`config.mk`:
```
export PLATFORM = sky130hd
export DESIGN_NAME = sha_ctrl
export DESIGN_NICKNAME = d
export VERILOG_FILES = /design/src/stack_handle_allocator_assert.svh /design/src/sha_pkg.sv /design/src/sha_ctrl.sv
export SDC_FILE = /design/constraint.sdc
export NUM_CORES = 1
export LEC_CHECK = 0
export ABC_AREA = 0
export BUFFER_PORTS_ARGS = -buffer_cell sky130_fd_sc_hd__buf_4
export CAP_MARGIN = 30
export CELL_PAD_IN_SITES_DETAIL_PLACEMENT = 1
export CELL_PAD_IN_SITES_GLOBAL_PLACEMENT = 2
export CORE_ASPECT_RATIO = 0.9
export CORE_MARGIN = 10
export CORE_UTILIZATION = 22
export CTS_CLUSTER_SIZE = 24
export DETAILED_ROUTE_END_ITERATION = 8
export PLACE_DENSITY = 0.8
export SLEW_MARGIN = 0
export SYNTH_ARGS = -nofsm -noshare
export SYNTH_HDL_FRONTEND = slang
export SYNTH_SLANG_ARGS = --single-unit
```
`constraint.sdc`:
```
create_clock -name clk_i -period 1.75 [get_ports clk_i]
set_clock_uncertainty 0.15 [all_clocks]
set_input_delay 0.175 -clock clk_i [delete_from_list [all_inputs] [get_ports clk_i]]
set_output_delay 0.175 -clock clk_i [all_outputs]
set_load 0.1 [all_outputs]
```
`src/stack_handle_allocator_assert.svh`:
```
// Assertion macros for the stack handle allocator.
// Both expect clk_i and rst_ni in the scope where they are used.
`ifndef STACK_HANDLE_ALLOCATOR_ASSERT_SVH
`define STACK_HANDLE_ALLOCATOR_ASSERT_SVH
`ifndef ASSERT_OFF
// Same-cycle implication.
`define SHA_ASSERT_NOW(name, ante, cons, msg) \
  name: assert property (@(posedge clk_i) disable iff (!rst_ni) (ante) |-> (cons)) \
    else $error(msg);
// Next-cycle implication.
`define SHA_ASSERT_NEXT(name, ante, cons, msg) \
  name: assert property (@(posedge clk_i) disable iff (!rst_ni) (ante) |=> (cons)) \
    else $error(msg);
`else
`define SHA_ASSERT_NOW(name, ante, cons, msg)
`define SHA_ASSERT_NEXT(name, ante, cons, msg)
`endif
`endif

```
`src/sha_pkg.sv`:
```
package sha_pkg;

  // Fixed field widths of the item and result ports
  localparam int unsigned ACTION_W   = 2;
  localparam int unsigned HANDLE_W   = 10;
  localparam int unsigned SIZE_W     = 20;
  localparam int unsigned STATUS_W   = 3;
  localparam int unsigned POOL_CFG_W = 21;

  typedef enum logic [ACTION_W-1:0] {
    ACT_ALLOC = 2'd0,
    ACT_FREE  = 2'd1,
    ACT_QUERY = 2'd2
  } action_e;

  typedef enum logic [STATUS_W-1:0] {
    STAT_OK       = 3'd0,
    STAT_POOL     = 3'd1,
    STAT_TABLE    = 3'd2,
    STAT_NOHANDLE = 3'd3,
    STAT_FREED    = 3'd4
  } status_e;

  typedef enum logic [2:0] {
    S_IDLE,
    S_DECODE,
    S_ALLOC,
    S_LOOKUP,
    S_POP_RD,
    S_POP_CHK,
    S_RESP
  } sha_state_e;

  // Commands from the controller to the datapath
  typedef struct packed {
    logic    latch_in;
    logic    clear_res;
    logic    alloc_exec;
    logic    rd_handle;
    logic    rd_top;
    logic    mark_freed;
    logic    pop;
    logic    cap_capture;
    logic    set_status;
    status_e status;
  } sha_cmd_t;

  // Status from the datapath to the controller
  typedef struct packed {
    action_e action;
    logic    handle_ok;
    logic    rd_freed;
    logic    count_zero;
  } sha_stat_t;

endpackage

```
`src/sha_ctrl.sv`:
```
module sha_ctrl import sha_pkg::*; (
  input  logic      clk_i,
  input  logic      rst_ni,
  input  logic      start_i,
  input  sha_stat_t stat_i,
  output sha_cmd_t  cmd_o,
  output logic      busy_o,
  output logic      done_o
);

  sha_state_e state_q, state_d;

  // State register
  always_ff @(posedge clk_i or negedge rst_ni) begin
    if (!rst_ni) begin
      state_q <= S_IDLE;
    end else begin
      state_q <= state_d;
    end
  end

  // Next state
  always_comb begin
    state_d = state_q;
    case (state_q)
      S_IDLE: begin
        if (start_i) state_d = S_DECODE;
      end
      S_DECODE: begin
        case (stat_i.action)
          ACT_ALLOC: state_d = S_ALLOC;
          ACT_FREE, ACT_QUERY: state_d = stat_i.handle_ok ? S_LOOKUP : S_RESP;
          default: state_d = S_RESP;
        endcase
      end
      S_ALLOC: state_d = S_RESP;
      S_LOOKUP: begin
        if (stat_i.rd_freed || stat_i.action == ACT_QUERY) state_d = S_RESP;
        else state_d = S_POP_RD;
      end
      S_POP_RD: state_d = stat_i.count_zero ? S_RESP : S_POP_CHK;
      S_POP_CHK: state_d = stat_i.rd_freed ? S_POP_RD : S_RESP;
      S_RESP: state_d = S_IDLE;
      default: state_d = S_IDLE;
    endcase
  end

  // Outputs
  always_comb begin
    cmd_o = '0;
    cmd_o.status = STAT_OK;
    busy_o = (state_q != S_IDLE);
    done_o = (state_q == S_RESP);
    case (state_q)
      S_IDLE: cmd_o.latch_in = start_i;
      S_DECODE: begin
        cmd_o.clear_res = 1'b1;
        if (stat_i.action == ACT_FREE || stat_i.action == ACT_QUERY) begin
          if (stat_i.handle_ok) begin
            cmd_o.rd_handle = 1'b1;
          end else begin
            cmd_o.set_status = 1'b1;
            cmd_o.status     = STAT_NOHANDLE;
          end
        end
      end
      S_ALLOC: cmd_o.alloc_exec = 1'b1;
      S_LOOKUP: begin
        if (stat_i.rd_freed) begin
          cmd_o.set_status = 1'b1;
          cmd_o.status     = STAT_FREED;
        end else if (stat_i.action == ACT_QUERY) begin
          cmd_o.cap_capture = 1'b1;
        end else begin
          cmd_o.mark_freed = 1'b1;
        end
      end
      S_POP_RD: cmd_o.rd_top = !stat_i.count_zero;
      S_POP_CHK: cmd_o.pop = stat_i.rd_freed;
      default: ;
    endcase
  end

endmodule

```
Word level (Yosys, flattened, before mapping):

Cells that the tools add are included.
W data, S select, Z words.

* bits in writable memories: 0
* bits of input ports: 8
* memories kept: 0
* ROM bits: 0
* logic and storage cells: 42
* bits in latches: 0
* output and inout port bits: 14
* flip-flop bits (word level): 3

* shifts and indexed selects: 0
* div/mod/pow operators: 0
* multipliers: 0
* bitwise operators: 0
* $lt $le $gt $ge: 0
* reduce and logical (&&, ||, !) cells: 7
* muxes and demuxes: 25
* add/sub/neg operators: 0
* eq/ne operators: 9

Operators with widths (number)
* $pmux W3 S6: 1
* $mux W1: 14
* $mux W4: 3
* $eq A3 B3 Y1 const B: 3
* $pmux W4 S2: 1
* $eq A3 B2 Y1 const B: 2
* $mux W2: 3
* $mux W3: 2
* $pmux W3 S2: 1
* $eq A3 B1 Y1 const B: 1
* $logic_not A3 Y1: 1
* $reduce_bool A3 Y1: 1
* $eq A2 B1 Y1 const B: 1
* $eq A2 B2 Y1 const B: 1
* $logic_not A2 Y1: 1
* $logic_or A1 B1 Y1: 2
* $ne A2 B2 Y1 const B: 1
* $reduce_or A2 Y1: 1
* $logic_not A1 Y1: 1

Depth between registers and ports, before layout:

Gate-level depths: netlist of the first run.

* word-level depth: 4
* depth in mapped cells: 5

Least setup slack after synthesis of the first run:

OpenSTA, ideal clock, no wires.

* kind: reg-to-output
* start: register state_q[1]
* end: output cmd_o[7] in the netlist's numbering
* path slack: -2.247 ns
* stages on the path, launching flop included: 3
* data arrival time: 3.672 ns
* cell sequence: dfrtp_1 > buf_6 > nor4b_1

RTL lines
* from (decl): line sha_ctrl.sv:11 `sha_state_e state_q, state_d;`
* from (signal assigned): line sha_ctrl.sv:18 `state_q <= state_d;`
* to (decl): line sha_ctrl.sv:6 `output sha_cmd_t cmd_o,`

==> results of run 1 <==
cell usage after synthesis:
| library cell | number |
|---|---|
| and3_1 | 1 |
| nand2_1 | 1 |
| a21oi_1 | 1 |
| buf_4 | 1 |
| or3_4 | 1 |
| nor2_2 | 2 |
| buf_6 | 2 |
| a211o_1 | 1 |
| inv_1 | 6 |
| o2bb2ai_1 | 1 |
| buf_2 | 1 |
| nand2b_1 | 1 |
| nor2_1 | 4 |
| nor4b_1 | 1 |
| ha_1 | 2 |
| dfrtp_1 | 3 |
| nand3b_4 | 1 |
| nor3_1 | 2 |
| o21ai_0 | 1 |
| nand3_1 | 1 |
| nand2_2 | 1 |
| and3b_2 | 1 |
| a311oi_1 | 1 |
| nor3b_1 | 3 |
| o32ai_2 | 1 |
| mux2i_1 | 1 |
critical path, stage by stage, from the launching register on:
cell,delay (ns)
dfrtp_2,0.47
or3_4,0.41
nor2_4,0.11
buf_12,0.18
layout make-up:
cell class	instances	area (um2)
clock buffers	4	26.3
fillers	179	773
inverters	6	22.5
multi-input cells	29	318
flip-flops and latches	3	78.8
well taps	22	27.5
repair buffers	27	250
cells by family (layout without fill, tap and decap cells):
kind of cell,count (synthesis),after routing
flip-flops,3,3
buffers and inverters,10,37
multiplexers,1,1
AND/OR/NAND/NOR,20,20
adder cells (fa/ha/maj),2,2
AO/OA/AOI/OAI,6,6
report_power, final:
part           switching, uW  total [uW]  internal [uW]
Sequential              90.0         203            113
Clock                   36.9         122           85.5
Combinational            734        1100            363
Total                    860        1420            562
metrics by stage:
stage / hold slack (ns) / setup TNS (ns)
final: 0.126 / 0
after global routing: 0.159 / -0.0544
after CTS: 0.123 / 0
after detailed placement: -0.183 / 0
after global placement: -0.188 / 0
after floorplan: -0.271 / -1.68
repair_timing:
action	4_1_cts	5_1_grt
pin swaps	0	1
endpoints found under the hold margin	3	0
setup endpoints to repair	9	7
gates resized for setup	10	4
buffers inserted	0	1
hold buffers	1	0
path summary, 6_finish.rpt:
| path | start | end | slack (ns) | cells after the start |
|---|---|---|---|---|
| max | state_q[0] | cmd_o[11] | 0.02 | 3 |
| min | rst_ni | state_q[0] | 0.13 | 2 |
| max reg2reg | state_q[0] | state_q[1] | 0.44 | 4 |
| min reg2reg | state_q[2] | state_q[2] | 0.50 | 2 |
| max in group asynchronous | rst_ni | state_q[1] | 1.21 | 2 |
| min in group clk_i | stat_i[0] | state_q[0] | 0.15 | 3 |
routing by layer:
| layer | vias up | global-route usage, % | wire (um) |
|---|---|---|---|
| met1 | 187 | 8.09 | 538 |
| met2 | 14 | 11.8 | 620 |
| met4 | 0 | 5.73 | 0 |
| met5 | - | 0 | 0 |
| li1 | 200 | - | - |
| met3 | 0 | 1.73 | 40 |
==> reports/qor.yml, run 1 <==
status: "completed"
place.gp.congestion: 0.679
layout.cells.non_filler: 91
dp.cells: 85
final_nets: 80
layout_commonest_cell: "buf_4"
yosys_register_bits: 3
total_power_uw: 1420
drc: 0
clock-root-buffer: "clkbuf_4"
rows: 13
hpwl_um: 993
crit_fanout: 6
syn-num-nets: 52
synthSimpleGateAreaFrac_pct: 38.5
start_util_pct: 23.9
grt_pass1_wl_um: 2150
ys_top_cells_by_area: "dfrtp_1 (21%), ha_1 (7.0%), buf_6 (6.3%)"
io_buffers: 21
fp.coreArea_um2: 1500
die_area_um2: 3640
first_pass_iters: 2
area_growth_pct: 102
crit_required_ns: 1.42
grt_usage_pct: 7.27
powerDensity_nw_per_um2: 1970
cts_max_level: 1
n_antenna_cell: 0
period_needed_ns: 1.73
crit_path_end_kind: "output pin"
reg.largest.list: "state_q (3)"
final_cell_area_um2: 723
avgSynthCellArea_um2: 8.52
yosysTopAreaCellShare_pct: 21.0
clock-sinks: 3
hold_viol_final: 0
cts_buffer_depth: 2
worst_slack_ns: 0.0228
synth_top_family_by_area: "simple AND/OR/NAND/NOR gates"
post-place-ws_ns: 0.104
drv_slew: 0
num_io_pins: 22
synth_cell_types: 26
drt_first_iter_violations: 4
die_w_um: 62.5
vias: 401
ir_drop_uv: 758
synth-compound-area-share_pct: 14.7
synthMuxAreaShare_pct: 2.80
antenna_left: 0
startpoint_type: "flip-flop"
cts_made_buffers: 3
final_core_util_pct: 48.3
wl_um: 1200
cp.arrival_ns: 1.40
crit_type: "reg2out"
largest_register_ffs: 3
synth_xor_area_share_pct: 0
wire_per_inst_um: 13.2
power_leakage_uw: 0.000356
max_freq_ghz: 0.579
yosysTopAreaCell: "dfrtp_1"
placed_area_um2: 631
setup_viol: 0
rsz0062_at_grt: "true"
clk_latency_ns: 0.23
ys_warn_count: 0
mostFrequentLayoutCells: "buf_4 (21), inv_1 (6)"
ys_seq_area_share_pct: 21.0
worst_pin_slew_ns: 0.282
holdCritPathClass: "in2async"
clk_pin_slew_ns: 0.04
slew_headroom_pct: 81.4
drive_above_1_share_pct: 68.1
netlist_area_um2: 358
grt-ovfl-total: 0
synth_fa_ha_area_share_pct: 6.99
syn_inst: 42
grt_max_degree: 9
largest_register: "state_q"
grt_pass1_vias: 464
drv_cap: 0
min_period_over_period_pct: 98.7
cts_tree: "yes"
die_h_um: 58.3
vias_per_cell: 4.41
antenna_found_initial: 0
Power figures use the tool's default switching activity.
==> run 2, diff against run 1 <==
REMOVE_ABC_BUFFERS = 1   (was unset)
==> reports/qor.yml, run 2 (synthesized netlist as in run 1, its figures left out) <==
largest_register: "state_q"
vias_per_cell: 4.32
cts_made_buffers: 3
grt_usage_pct: 7.27
layout_commonest_cell: "buf_4"
ir_drop_uv: 840
start_util_pct: 23.9
powerDensity_nw_per_um2: 2020
whs_ns: 0.111
period_needed_ns: 1.75
final_core_util_pct: 46.9
grt-ovfl-total: 0
total_power_uw: 1420
min_period_over_period_pct: 100
io_buffers: 21
power_frac_comb_pct: 77.1
hold_viol_final: 0
area_growth_pct: 96.2
wire_per_inst_um: 13.1
crit_buf_inv: 1
first_pass_iters: 2
violations: "setup timing"
cp.arrival_ns: 1.43
highest_layer: "met4"
num_io_pins: 22
fp.coreArea_um2: 1500
holdCritPathClass: "in2reg"
place.gp.congestion: 0.664
dr_wl_met3_um: 78
grt_pass1_vias: 415
met2WireLength_um: 642
clock-sinks: 3
status: "finished with violations"
critPathMaxStageDelay_ns: 0.45
crit_fanout: 8
worst_pin_slew_ns: 0.252
clk_latency_ns: 0.23
cts_buffer_depth: 2
max_freq_ghz: 0.571
wl_um: 1250
n_antenna_cell: 0
drt_first_iter_violations: 4
reg.largest.list: "state_q (3)"
rows: 13
power_leakage_uw: 0.000350
worst_slack_ns: -0.00223
clock-root-buffer: "clkbuf_4"
crit_required_ns: 1.42
antenna_left: 0
clk_pin_slew_ns: 0.04
slew_headroom_pct: 83.0
internal-power_uw: 585
rrSetupSlack_ns: 0.45
drv_cap: 0
die_area_um2: 3640
vias: 410
cts_max_level: 1
clkPwrFrac_pct: 8.6
largest_register_ffs: 3
startpoint_type: "flip-flop"
mostFrequentLayoutCells: "buf_4 (22), inv_1 (6), buf_6 (4)"
cp_cell_sequence: "nor2_2 > nand2_2 > o32ai_2 > buf_6"
antenna_found_initial: 0
setup_tns_ns: -0.00223
wl_met1_um: 512
cts_tree: "yes"
critPathTopFamily: "flip-flops"
grt_max_degree: 10
die_w_um: 62.5
die_h_um: 58.3
drive_above_1_share_pct: 65.8
grt_pass1_wl_um: 2100
final_nets: 84
rsz0062_at_grt: "true"
drc: 0
cp_slowest_cell: "dfrtp_2"
drv_slew: 0
switchingPower_uw: 836
switching_share_pct: 58.8
crit_type: "reg2out"
pwr-share-seq_pct: 14.3
setup_viol: 1
hpwl_um: 912
crit_path_end_kind: "output pin"
run 2: final cells by class:
class                      instances  area [um2]
clock buffer                       4        26.3
fill                             180         795
inverter                           6        22.5
multi-input combinational         29         259
sequential                         3        78.8
tap                               22        27.5
timing repair buffer              31         288
run 2: final timing paths:
| kind | from | to | cells past startpoint |
|---|---|---|---|
| setup / recovery | state_q[1] | cmd_o[3] | 4 |
| hold / removal | stat_i[0] | state_q[0] | 3 |
| setup reg to reg | state_q[1] | state_q[1] | 3 |
| hold reg to reg | state_q[1] | state_q[0] | 2 |
| max in group asynchronous | rst_ni | state_q[2] | 2 |
| min in group asynchronous | rst_ni | state_q[1] | 2 |
run 2: timing repair:
item / CTS / global route
endpoints found under the setup margin: 11 / 9
gates resized for setup: 12 / 11
buffers inserted: 5 / 3
hold buffers: 1 / 0
pin swaps: 0 / 1
hold endpoints to repair: 3 / 0
run 2: power groups by stage:
stage,Combinational (uW),Clock [uW],Sequential [uW]
detailed placement,867,0,222
floorplan,693,0,198
finish,1090,123,203
CTS,1000,129,214
global route,1160,143,215
global placement,857,0,221
run 2: metrics by stage:
step                cell area, um2  setup WS (ns)  std cells
global placement               515         0.0941         82
global route                   702        -0.0806         95
detailed placement             515         0.0523         82
floorplan                      323          -3.30         38
finish                         702       -0.00223         95
CTS                            632        -0.0187         92
run 2: tightest hold or removal path, delay by kind of cell:
family	cells	cell delay (ns)
AOI/OAI and AO/OA	1	0.12
buffers and inverters	1	0.09
muxes	1	0.07
run 2: routing by layer:
layer  GRT usage [%]  vias up
met5               0        -
met3            3.84        4
li1                -      204
met1            7.88      192
met4            3.82        0
met2            11.4       10
